==> config.mk <==
export PLATFORM = sky130hd
export DESIGN_NAME = bfca_tbl
export DESIGN_NICKNAME = d
export VERILOG_FILES = /design/src/hdl/bfca_pkg.sv /design/src/hdl/bfca_tbl.sv
export SDC_FILE = /design/constraint.sdc
export NUM_CORES = 2
export LEC_CHECK = 0
export BUFFER_PORTS_ARGS = -buffer_cell sky130_fd_sc_hd__buf_2
export CAP_MARGIN = 30
export CORE_UTILIZATION = 56
export DETAILED_ROUTE_END_ITERATION = 7
export HOLD_SLACK_MARGIN = 0.03
export PLACE_DENSITY = 0.77
export SLEW_MARGIN = 20
export SYNTH_ARGS = -nofsm -noshare
export SYNTH_HDL_FRONTEND = slang
export SYNTH_SLANG_ARGS = --single-unit
==> constraint.sdc <==
create_clock -name i_clk -period 6.24 [get_ports i_clk]
set_clock_uncertainty 0.2 [all_clocks]
set_input_delay 0.936 -clock i_clk [delete_from_list [all_inputs] [get_ports i_clk]]
set_output_delay 0.936 -clock i_clk [all_outputs]
set_load 0.02 [all_outputs]
==> src/hdl/bfca_pkg.sv <==
// Shared types and codes for the best-fit coalescing allocator.
// No dependencies; imported by the remainder unit, the table module, the top level and the bench.
`timescale 1ns / 1ps

package bfca_pkg;

    localparam logic       CMD_ALLOC = 1'b0;
    localparam logic       CMD_FREE  = 1'b1;

    localparam logic [1:0] ST_OK         = 2'd0;
    localparam logic [1:0] ST_FREE_FULL  = 2'd1;
    localparam logic [1:0] ST_USED_FULL  = 2'd2;
    localparam logic [1:0] ST_UNKNOWN    = 2'd3;

    localparam int unsigned ALIGN_BITS  = 17;
    localparam int unsigned SIZE_BITS   = 32;
    localparam int unsigned OUT_BITS    = 72;

    // Write/clear strobes for one block table.
    typedef struct packed {
        logic wr;
        logic set_v;
        logic clr;
    } t_tbl_cmd;

endpackage

==> src/hdl/bfca_tbl.sv <==
// Block table: start/length memory with one registered read port,
// one write port and per-entry valid flags; uses bfca_pkg.
`timescale 1ns / 1ps

module bfca_tbl
    import bfca_pkg::*;
#(
    parameter int DEPTH     = 64,
    parameter int ADDR_BITS = 32
) (
    input  logic                       i_clk,
    input  logic                       i_rst_n,
    input  t_tbl_cmd                   i_cmd,
    input  logic [$clog2(DEPTH)-1:0]   i_rd_idx,
    input  logic [$clog2(DEPTH)-1:0]   i_wr_idx,
    input  logic [ADDR_BITS-1:0]       i_wr_start,
    input  logic [ADDR_BITS-1:0]       i_wr_len,
    input  logic [$clog2(DEPTH)-1:0]   i_clr_idx,
    output logic [ADDR_BITS-1:0]       o_rd_start,
    output logic [ADDR_BITS-1:0]       o_rd_len,
    output logic                       o_rd_valid
);

    logic [2*ADDR_BITS-1:0] r_mem [DEPTH];
    logic [2*ADDR_BITS-1:0] r_rd_data;
    logic [DEPTH-1:0]       r_valid;
    logic                   r_rd_valid;

    assign o_rd_start = r_rd_data[2*ADDR_BITS-1:ADDR_BITS];
    assign o_rd_len   = r_rd_data[ADDR_BITS-1:0];
    assign o_rd_valid = r_rd_valid;

    always_ff @(posedge i_clk) begin
        if (i_cmd.wr) begin
            r_mem[i_wr_idx] <= {i_wr_start, i_wr_len};
        end
        r_rd_data <= r_mem[i_rd_idx];
    end

    always_ff @(posedge i_clk) begin
        if (!i_rst_n) begin
            r_valid    <= '0;
            r_rd_valid <= 1'b0;
        end else begin
            r_rd_valid <= r_valid[i_rd_idx];
            if (i_cmd.clr) begin
                r_valid[i_clr_idx] <= 1'b0;
            end
            if (i_cmd.wr && i_cmd.set_v) begin
                r_valid[i_wr_idx] <= 1'b1;
            end
        end
    end

endmodule

==> impl_metrics.yaml <==
clocking:
  cts_buffer_depth: 4
  post_cts_buffers: 0
  htreeDepth: 5
  cts_resized: 0
  cts_hold_buffers: 0
  clock_latency_ns: 0.99
  clock-root-buffer: "clkbuf_16"
  cts_buffers: 409
  path_clk_slew_ns: 0.06
  cts_tree: "yes"
  clkSinkCount: 4225
critical_path:
  critPathRequiredTime_ns: 6.85
  slowest_stage: "a311oi_1"
  worstSetupPathType: "in2reg"
  crit_chain: "buf_8 -> nor2b_4 -> buf_4 -> buf_4 -> a22oi_1 -> and3_1 -> a311oi_1"
  cp-end-kind: "register"
  critPathLaunchType: "primary input"
  cp_common_cell: "buf_4"
  cpPeakStageDelay_ns: 0.62
  crit_path_max_fanout: 68
  cp.arrival_ns: 4.23
logic_synthesis:
  synth.distinct_cells: 45
  async_reset_ff_frac: 0
  yosysSeqAreaShare: 0.7904
  syn_area_um2: 158900
  syn_inst: 6914
  synth_edf_count: 4096
  syn_nets: 7001
  synth_top_cell_area_share: 0.7742
  avgSynthCellArea_um2: 22.98
  synth_area_leaders: "edfxtp_1, mux4_2, a22oi_1"
  synth-seq-cells: 4225
  synth_largest_area_cell: "edfxtp_1"
  synth_common_cells: "edfxtp_1, mux4_2, a22oi_1"
  yosysMostFrequentCell: "edfxtp_1"
  synthFlopType: "edfxtp_1"
  ys_warn_count: 0
final_layout:
  fill_cells: 17175
  drive_above_1_share: 0.2749
  synthToLayoutAreaGrowth_pct: 13.36
  seq_area_um2: 125600
  multiInputGateArea_um2: 31980
  nNetsFinal: 7437
global_route:
  grt_max_degree: 131
  antenna_found_initial: 39
  grt_overflow: 0
  grt_pass1_vias: 82987
  grtUsageTotal: 0.3128
  grt_pass1_wl_um: 622700
status:
  status: "finished clean"
placed_design:
  gp_congestion: 0.8007
  post-place-ws_ns: 1.859
  port_buffers: 151
  hpwl_um: 217600
routing:
  first_pass_iters: 6
  dr.max_layer_used: "met5"
  route.met3.wl_um: 64210
  avgRoutedWirePerCell_um: 39.38
  wl_um: 451300
  ant_nets: 0
  wl_met2_um: 211300
  met1_length_um: 149100
  vias_per_cell: 7.250
  dr_total_vias: 83083
  drt_iter0_drc: 14796
  drc_errors: 0
sta:
  relSlewSlack: 0.2063
  hold_violations: 0
  fin_crit_sh: 0.5803
  layout_min_cycle_time_ns: 3.621
  fmax_mhz: 276.2
  grt_setup_unrepaired: "no"
  drv_slew: 0
  setup_slack_ns: 2.619
  worst_pin_slew_ns: 1.191
  setup_tns_ns: 0
  holdWs_ns: 0.08950
  setup-violations-final: 0
die:
  rows: 195
  die_w_um: 534.6
  start_util: 0.5628
  dieArea_um2: 285800
  core_area_um2: 282300
  die_y_um: 534.6
  ios: 152
pwr:
  power_w: 0.05891
  ir_drop_mv: 0.2598
  p_leak_nw: 56.28
  powerDensity_nw_per_um2: 327.1
flow_run:
  cap_violations: 0
worst_hold_path:
  hp-class: "in2reg"
[worst paths after layout]
check                            end                     from  cells past startpoint  slack, ns
max reg2reg    r_rd_data[42]$_DFF_P_  r_mem[29][42]$_DFFE_PP_                      5       3.78
min reg2reg   r_valid[10]$_SDFF_PN0_   r_valid[10]$_SDFF_PN0_                      2       0.29
min          r_mem[42][26]$_DFFE_PP_             i_wr_len[26]                      1       0.09
max            r_rd_data[53]$_DFF_P_              i_rd_idx[1]                      7       2.62
[final cells by class]
cell class | instances | area share
sequential | 4225 | 0.6973
tap | 3743 | 0.02600
inverter | 5 | 0.0001042
antenna | 21 | 0.0002918
multi-input combinational | 2279 | 0.1776
clock buffer | 552 | 0.06215
clock inverter | 205 | 0.01161
timing repair buffer | 430 | 0.02500
[per-layer routing]
layer / GRT usage / up-vias
met4: 0.1650 / 14
met1: 0.4037 / 42798
met2: 0.4859 / 8020
met3: 0.09172 / 1620
met5: 0 / -
li1: - / 30631
[layout by cell type, fill, tap and decap left out, types with 66 or more instances in the layout]
| cell | synthesis | final |
|---|---|---|
| mux2i_1 | 112 | 112 |
| and3_1 | 66 | 66 |
| mux4_2 | 1016 | 1016 |
| edfxtp_1 | 4096 | 4096 |
| nand2_1 | 140 | 140 |
| buf_2 | 100 | 138 |
| clkbuf_1 | 219 | 104 |
| clkinv_1 | 0 | 69 |
| clkinv_2 | 0 | 73 |
| dfxtp_1 | 129 | 129 |
| buf_4 | 51 | 165 |
| buf_12 | 0 | 113 |
| nor2_4 | 0 | 68 |
| clkbuf_16 | 0 | 415 |
| a22oi_1 | 366 | 366 |
[critical path, delay by kind of cell]
kind            cells  cell delay (ns)
buf+inv             3             1.52
simple gates        2             0.81
compound gates      2             0.77
[stage by stage]
step	utilization	cell area, um^2	cells
final	0.6380	180100	11460
after global routing	0.6379	180100	11446
after CTS	0.6341	179000	11389
after detailed placement	0.5870	165700	10632
after global placement	0.5866	165600	10626
after floorplan	-	158900	6914
[where the power goes]
| part | internal [W] | switching, W |
|---|---|---|
| sequential | 0.0313 | 0.000151 |
| combinational | 0.00102 | 0.00179 |
| clock | 0.0138 | 0.0108 |
[kinds of logic after synthesis]
logic type | synth area share
AOI/OAI and AO/OA | 0.03579
DFF | 0.7904
and+or+nand+nor | 0.01075
buffers and inverters | 0.01196
muxes | 0.1511
[flip-flops by register name (all words and copies together) (netlist names)]
name	cells
o_rd_valid	1
r_valid	64
r_rd_data	64
r_mem	4096
(Power assumes the default switching activity.)
