**config.mk**
```make
export PLATFORM = sky130hd
export DESIGN_NAME = bfca_round
export DESIGN_NICKNAME = d
export VERILOG_FILES = /design/src/hdl/bfca_pkg.sv /design/src/hdl/bfca_round.sv
export SDC_FILE = /design/constraint.sdc
export NUM_CORES = 1
export LEC_CHECK = 0
export BUFFER_PORTS_ARGS = -buffer_cell sky130_fd_sc_hd__buf_2
export CAP_MARGIN = 25
export CORE_MARGIN = 1
export CORE_UTILIZATION = 64
export CTS_CLUSTER_DIAMETER = 60
export DETAILED_ROUTE_END_ITERATION = 10
export PLACE_DENSITY = 0.87
export SLEW_MARGIN = 20
export SYNTH_ARGS = -nofsm -noshare
export SYNTH_HDL_FRONTEND = slang
export SYNTH_SLANG_ARGS = --single-unit
```
**constraint.sdc**
```tcl
create_clock -name i_clk -period 12.1 [get_ports i_clk]
set_input_delay 1.815 -clock i_clk [delete_from_list [all_inputs] [get_ports i_clk]]
set_output_delay 1.815 -clock i_clk [all_outputs]
set_load 0.05 [all_outputs]
```
**src/hdl/bfca_pkg.sv**
```systemverilog
// Shared types and codes for the best-fit coalescing allocator.
// No dependencies; imported by the remainder unit, the table module, the top level and the bench.
`timescale 1ns / 1ps

package bfca_pkg;

    localparam logic       CMD_ALLOC = 1'b0;
    localparam logic       CMD_FREE  = 1'b1;

    localparam logic [1:0] ST_OK         = 2'd0;
    localparam logic [1:0] ST_FREE_FULL  = 2'd1;
    localparam logic [1:0] ST_USED_FULL  = 2'd2;
    localparam logic [1:0] ST_UNKNOWN    = 2'd3;

    localparam int unsigned ALIGN_BITS  = 17;
    localparam int unsigned SIZE_BITS   = 32;
    localparam int unsigned OUT_BITS    = 72;

    // Write/clear strobes for one block table.
    typedef struct packed {
        logic wr;
        logic set_v;
        logic clr;
    } t_tbl_cmd;

endpackage

```
**src/hdl/bfca_round.sv**
```systemverilog
// Iterative remainder unit: rounds a request size up to the alignment.
// One restoring compare/subtract step per cycle; uses bfca_pkg.
`timescale 1ns / 1ps

module bfca_round
    import bfca_pkg::*;
#(
    parameter int ADDR_BITS = 32
) (
    input  logic                  i_clk,
    input  logic                  i_rst_n,
    input  logic                  i_start,
    input  logic [SIZE_BITS-1:0]  i_size,
    input  logic [ALIGN_BITS-1:0] i_align,
    output logic                  o_done,
    output logic [ADDR_BITS-1:0]  o_rounded
);

    localparam int SW = (ADDR_BITS > SIZE_BITS + 1) ? ADDR_BITS : SIZE_BITS + 1;

    logic                  r_busy;
    logic                  r_done;
    logic [4:0]            r_cnt;
    logic [SIZE_BITS-1:0]  r_shift;
    logic [SIZE_BITS-1:0]  r_size;
    logic [ALIGN_BITS-1:0] r_rem;
    logic [ALIGN_BITS-1:0] r_div;
    logic [ALIGN_BITS:0]   w_trial;
    logic [ALIGN_BITS-1:0] w_add;
    logic [SW-1:0]         w_sum;

    assign w_trial = {r_rem, r_shift[SIZE_BITS-1]};
    assign w_add   = (r_rem != '0) ? (r_div - r_rem) : '0;
    assign w_sum   = SW'(r_size) + SW'(w_add);
    assign o_rounded = w_sum[ADDR_BITS-1:0];
    assign o_done    = r_done;

    always_ff @(posedge i_clk) begin
        if (!i_rst_n) begin
            r_busy <= 1'b0;
            r_done <= 1'b0;
            r_cnt  <= '0;
        end else begin
            r_done <= 1'b0;
            if (i_start) begin
                r_busy  <= 1'b1;
                r_cnt   <= '0;
                r_shift <= i_size;
                r_size  <= i_size;
                r_rem   <= '0;
                r_div   <= (i_align == '0) ? ALIGN_BITS'(1) : i_align;
            end else if (r_busy) begin
                if (w_trial >= {1'b0, r_div}) begin
                    r_rem <= ALIGN_BITS'(w_trial - {1'b0, r_div});
                end else begin
                    r_rem <= w_trial[ALIGN_BITS-1:0];
                end
                r_shift <= {r_shift[SIZE_BITS-2:0], 1'b0};
                r_cnt   <= r_cnt + 5'd1;
                if (r_cnt == 5'd31) begin
                    r_busy <= 1'b0;
                    r_done <= 1'b1;
                end
            end
        end
    end

endmodule

```
==> results_dict.tcl, run 1 <==
set metrics [dict create \
    status "finished, final reports clean" \
    ys_async_sr_fraction 0 \
    synth.ff_latch_count 105 \
    final_nets 829 \
    rows 37 \
    globalplace.congestion 0.8757 \
    yosysTopAreaCellShare 0.4286 \
    start_util 0.6622 \
    wl_um 15600 \
    crit_type "reg2out" \
    die_w_um 105.6 \
    post_cts_buffers 0 \
    fmax_ghz 0.1487 \
    holdBufCountCts 0 \
    die_area_um2 11150 \
    clockBufferDepth 2 \
    path_max_fanout 9 \
    rsz0062_at_grt "false" \
    crit_slowest_cell "edfxtp_1" \
    grt_max_degree 51 \
    synth_edf_count 98 \
    track_usage 0.2954 \
    fin_ws_ns 5.376 \
    syn2layout_area_growth_pct 10.20 \
    tns_ns 0 \
    fp.coreArea_um2 10370 \
    slew_violations 0 \
    cts_buffers 9 \
    arrival_ns 4.91 \
    crit_path_end_kind "primary output" \
    hold_viol_final 0 \
    period_share 0.5557 \
    antenna_found_initial 0 \
    synth.cells.most_frequent "98 x edfxtp_1, 56 x nor2_1, 54 x inv_1" \
    portBuffers 84 \
    overflow 0 \
    synth_area_per_cell_um2 10.52 \
    fin_crit_ns 6.724 \
    worstMarginPinSlew_ns 0.6342 \
    fin_worst_skew_ns 0.01056 \
    critPathMaxStageDelay_ns 0.48 \
    synth.most_common_cell "edfxtp_1" \
    io_pins 85 \
    h-tree-depth 3 \
    path_cells "ha_1 -> fa_1 -> nor2b_1 -> o2111ai_1 -> nand3b_1 -> a21o_1 -> a21oi_1 -> xor2_1 -> nor2_1 -> ha_1 -> nand3_1 -> nor4_1 -> o41ai_1 -> or2_2 -> a31oi_4 -> nand3_1 -> xnor2_1 -> buf_2" \
    cp.required_ns 10.28 \
    dpl.cell_count 847 \
    ant_nets 0 \
    clk_pin_slew_ns 0.10 \
    vias 5280 \
    synth_ff_type "edfxtp_1" \
    wl_per_cell_um 18.08 \
    syn_area_um2 6867 \
    grt_first_pass_wirelength_um 25530 \
    syn-num-nets 760 \
    drt_iter0_drc 338 \
    yosysWarnings 0 \
    drc_errors 0 \
    grt_pass1_vias 5374 \
    fp.dieH_um 105.6 \
    cts_root_buf "clkbuf_8" \
    p_leak_uw 0.003105 \
    pre_cts_ws_ns 5.913 \
    worst_skew_pair.late_latency_ns 0.40 \
    ir_worst_vdd_v 0.0001555 \
    post_dp_cell_area_um2 7361 \
    setup_viol 0 \
    cts_tree "built" \
    synth_area_leaders "edfxtp_1 43%, ha_1 9.5%, mux2_2 5.2%" \
    final_cells 863 \
    synth_area_leader_cell "edfxtp_1" \
    slew_headroom 0.5772 \
    ys_seq_area_frac 0.4490 \
    via_per_inst 6.118 \
    maxCapViolCount 0 \
    first_pass_iters 5 \
    cts_resized 0 \
    clock-sinks 105 \
    pwr_density_cell_nw_per_um2 179.6 \
    dp_hpwl_um 11560 \
    power_uw 1359 \
    diodes 0 \
    drive_above_1_share 0.2077 \
    design_area_um2 7567 \
    hold_path_class "reg2reg" \
    cp-start-kind "flop" \
    synthCells 653 \
    synth_cell_types 66 \
]
## per-stage QoR
step | utilization | hold slack [ns]
global placement | 0.7098 | 0.4857
detailed placement | 0.7098 | 0.4981
finish | 0.7297 | 0.5187
floorplan | - | 0.4672
CTS | 0.7297 | 0.5267
global route | 0.7297 | 0.5685
## final cells by class
| type | instances | area, µm² |
|---|---|---|
| Inverter | 55 | 206.4 |
| Fill cell | 715 | 2803 |
| Clock inverter | 6 | 78.83 |
| Multi-Input combinational cell | 462 | 3443 |
| Timing Repair Buffer | 89 | 457.9 |
| Sequential cell | 105 | 3083 |
| Tap cell | 136 | 170.2 |
| Clock buffer | 10 | 127.6 |
## worst max-delay path: cells and delay by family, from the launching register on
| family | cells | cell delay (ns) |
|---|---|---|
| xor+xnor | 2 | 0.36 |
| flops | 1 | 0.48 |
| compound gates | 5 | 0.85 |
| buf+inv | 1 | 0.29 |
| simple gates | 7 | 1.37 |
| fa+ha+maj | 3 | 1.14 |
## where the power goes
| part | internal, µW | switching [µW] |
|---|---|---|
| clock network | 101 | 135 |
| registers | 431 | 20.5 |
| logic | 213 | 459 |
| total | 744 | 614 |
## cell families after synthesis
family	count (synthesis)	share of synthesized area
adder cells (fa/ha/maj)	55	0.1035
AO/OA/AOI/OAI	141	0.1445
XOR/XNOR	47	0.05995
multiplexers	39	0.06268
AND/OR/NAND/NOR	180	0.1305
flip-flops	105	0.4490
buffers and inverters	86	0.04993
## cells in the final DEF (no fill, tap or decap), types with 9 or more instances in the layout
cell type,Yosys,routed
edfxtp_1,98,98
buf_2,4,84
nor2_1,56,56
inv_1,54,54
ha_1,52,52
nand2_1,35,35
a21oi_1,35,35
xnor2_1,32,32
mux2_2,32,32
o21ai_0,23,23
nand3_1,17,17
xor2_1,15,15
nor3_1,14,14
a21o_1,12,12
a211oi_1,11,11
o21a_1,11,10
nor2b_1,9,9
o31ai_1,9,9
clkbuf_8,0,9
## metal layers
layer | vias to the layer above | wire length [µm] | global-route usage
li1 | 2544 | - | -
met4 | 0 | 489 | 0.1280
met2 | 200 | 7656 | 0.5047
met1 | 2493 | 6572 | 0.3655
met5 | - | 0 | 0
met3 | 43 | 885 | 0.05690
## state kept, by name, indices dropped and copies added, names as in the netlist
signal / flops
r_shift: 32
r_size: 32
r_div: 17
r_rem: 17
r_cnt: 5
o_done: 1
r_busy: 1
## path summary, 6_finish.rpt
| kind | cells past startpoint | start | to | slack [ns] |
|---|---|---|---|---|
| min | 2 | r_cnt[3] | r_cnt[3] | 0.52 |
| min reg2reg | 2 | r_cnt[3] | r_cnt[3] | 0.52 |
| max | 18 | r_rem[0] | o_rounded[21] | 5.38 |
| max reg2reg | 11 | r_shift[31] | r_rem[4] | 8.95 |
No activity file was read; power rests on OpenSTA's default activity.
==> run 2: changes to the inputs <==
Settings changed: CORE_UTILIZATION 64 to 59, PLACE_DENSITY 0.87 to 0.81.
Clock period 12.1 ns to 6.9 ns, I/O delays scaled along.
==> run 2 against run 1 <==
Compared with the run above:
- global-route usage fell by 1.0 points
- sequential cell count did not move
- hold slack improved by 0.014 ns
- die area rose by 8.3%
- setup slack worse by 4.6 ns
- non-clock buffer count shrank 1
- clock skew decreased by 0.0022 ns
- critical path depth stayed put
- largest power group unchanged
- highest routed layer unchanged
==> results_dict.tcl, run 2 (synthesized netlist as in run 1, its figures left out) <==
set metrics [dict create \
    status "finished, final reports clean" \
    maxCapViolCount 0 \
    top_regs "r_shift (32), r_size (32)" \
    reg2reg_from "r_rem[0]" \
    hold_slack_ns 0.5325 \
    fmax_ghz 0.1623 \
    vias 5279 \
    fp.dieH_um 109.9 \
    dp_hpwl_um 12410 \
    ir_worst_vdd_v 0.0002535 \
    critPathMaxStageDelay_ns 0.51 \
    die_w_um 109.9 \
    fin_worst_skew_ns 0.008341 \
    io_pins 85 \
    drc_errors 0 \
    tns_ns 0 \
    grt_first_pass_wirelength_um 25700 \
    overflow 0 \
    crit_family "simple AND/OR/NAND/NOR gates" \
    die_area_um2 12070 \
    crit_start "r_rem[0]" \
    crit_path_end_kind "primary output" \
    setup_viol 0 \
    cts_buffers 9 \
    syn2layout_area_growth_pct 12.03 \
    wl_um 16540 \
    clockBufferDepth 2 \
    crit_buf_inv 1 \
    period_share 0.8927 \
    cp-start-kind "flop" \
    slew_headroom 0.5296 \
    worstMarginPinSlew_ns 0.7056 \
    cts_root_buf "clkbuf_16" \
    grt_pass1_vias 5294 \
    fin_crit_ns 6.160 \
    worst_skew_pair.late_latency_ns 0.36 \
    power_uw 2532 \
    final_nets 828 \
    rsz0062_at_grt "false" \
    track_usage 0.2853 \
    h-tree-depth 3 \
    wl_per_cell_um 19.03 \
    antenna_found_initial 0 \
    pwr_density_cell_nw_per_um2 329.1 \
    portBuffers 84 \
    fin_ws_ns 0.7403 \
    drt_iter0_drc 327 \
    hold_viol_final 0 \
    worstHoldStart "r_cnt[3]" \
    globalplace.congestion 0.8767 \
    ant_nets 0 \
    mostFrequentLayoutCells "98 x edfxtp_1, 83 x buf_2, 56 x nor2_1, 54 x inv_1, 52 x ha_1" \
    final_common_cell "edfxtp_1" \
    post_cts_buffers 0 \
    rows 39 \
    path_cells "ha_1 -> fa_1 -> nor2b_1 -> o2111ai_1 -> nand3b_1 -> a21o_1 -> a21oi_1 -> xor2_1 -> nor2_1 -> ha_1 -> nand3_1 -> nor4_1 -> o41ai_1 -> or2_2 -> a31oi_4 -> nand3_1 -> xnor2_1 -> buf_2" \
    slew_violations 0 \
    holdBufCountCts 0 \
    clock-sinks 105 \
    clk_pin_slew_ns 0.08 \
    cts_resized 0 \
    first_pass_iters 4 \
    crit_type "reg2out" \
    path_max_fanout 9 \
    cp.required_ns 5.86 \
    cts_tree "built" \
    via_per_inst 6.075 \
    n_fill_cell 855 \
    pre_cts_ws_ns 1.327 \
    arrival_ns 5.12 \
    grt_max_degree 51 \
    hold_path_class "reg2reg" \
    drive_above_1_share 0.2080 \
    diodes 0 \
    p_leak_uw 0.003149 \
    fp.coreArea_um2 11370 \
    crit_slowest_cell "edfxtp_1" \
    start_util 0.6039 \
]
-- run 2: changes by cell type in the layout (fill, tap and decap cells not counted) --
cell        previous run  this run
clkbuf_16              0         9
clkbuf_8               9         0
inv_6                  3         0
clkinv_8               0         2
buf_16                 0         1
buf_2                 84        83
buf_4                  5         4
bufinv_16              1         0
clkbuf_1               1         0
clkinv_4               0         1
clkinvlp_4             0         1
inv_8                  2         3
-- run 2: metrics by stage --
step / std cells / utilization / cell area [µm²]
2_1_floorplan: 653 / - / 6867
3_3_place_gp: 852 / 0.6469 / 7355
3_5_place_dp: 853 / 0.6493 / 7382
4_1_cts: 869 / 0.6764 / 7690
5_1_grt: 869 / 0.6766 / 7692
6_report: 869 / 0.6766 / 7692
-- run 2: final cells by class --
cell class / count / area, µm² / share of cell area
Timing Repair Buffer: 88 / 473.0 / 0.06148
Clock buffer: 9 / 225.2 / 0.02928
Sequential cell: 105 / 3083 / 0.4008
Multi-Input combinational cell: 462 / 3443 / 0.4476
Tap cell: 143 / 178.9 / 0.02326
Inverter: 55 / 206.4 / 0.02684
Clock inverter: 7 / 82.58 / 0.01074
-- run 2: per-layer routing --
| layer | track usage | part of all wire |
|---|---|---|
| met5 | 0 | 0 |
| met4 | 0.1152 | 0.025 |
| met3 | 0.06106 | 0.053 |
| met2 | 0.5210 | 0.52 |
| met1 | 0.3205 | 0.40 |
-- run 2: report_power, final --
group          switching (µW)  internal, µW  total [µW]
sequential               35.2           755         790
clock                     275           260         535
combinational             833           374        1210
-- run 2: path summary, 6_finish.rpt --
kind	slack, ns	end	depth (start not counted)
max	0.74	o_rounded[23]	18
min	0.53	r_cnt[3]	2
max reg2reg	3.70	r_rem[2]	10
min reg2reg	0.53	r_cnt[3]	2
-- run 2: worst register-to-register path, stage by stage (launching register included) --
cell and delay (ns):
edfxtp_1 0.49, inv_1 0.11, fa_1 0.49, nor2b_1 0.23, o31a_1 0.20, o21ai_1 0.13, o221ai_1 0.27, o31a_1 0.37
buf_4 0.34, mux2i_1 0.27, nor2_1 0.06
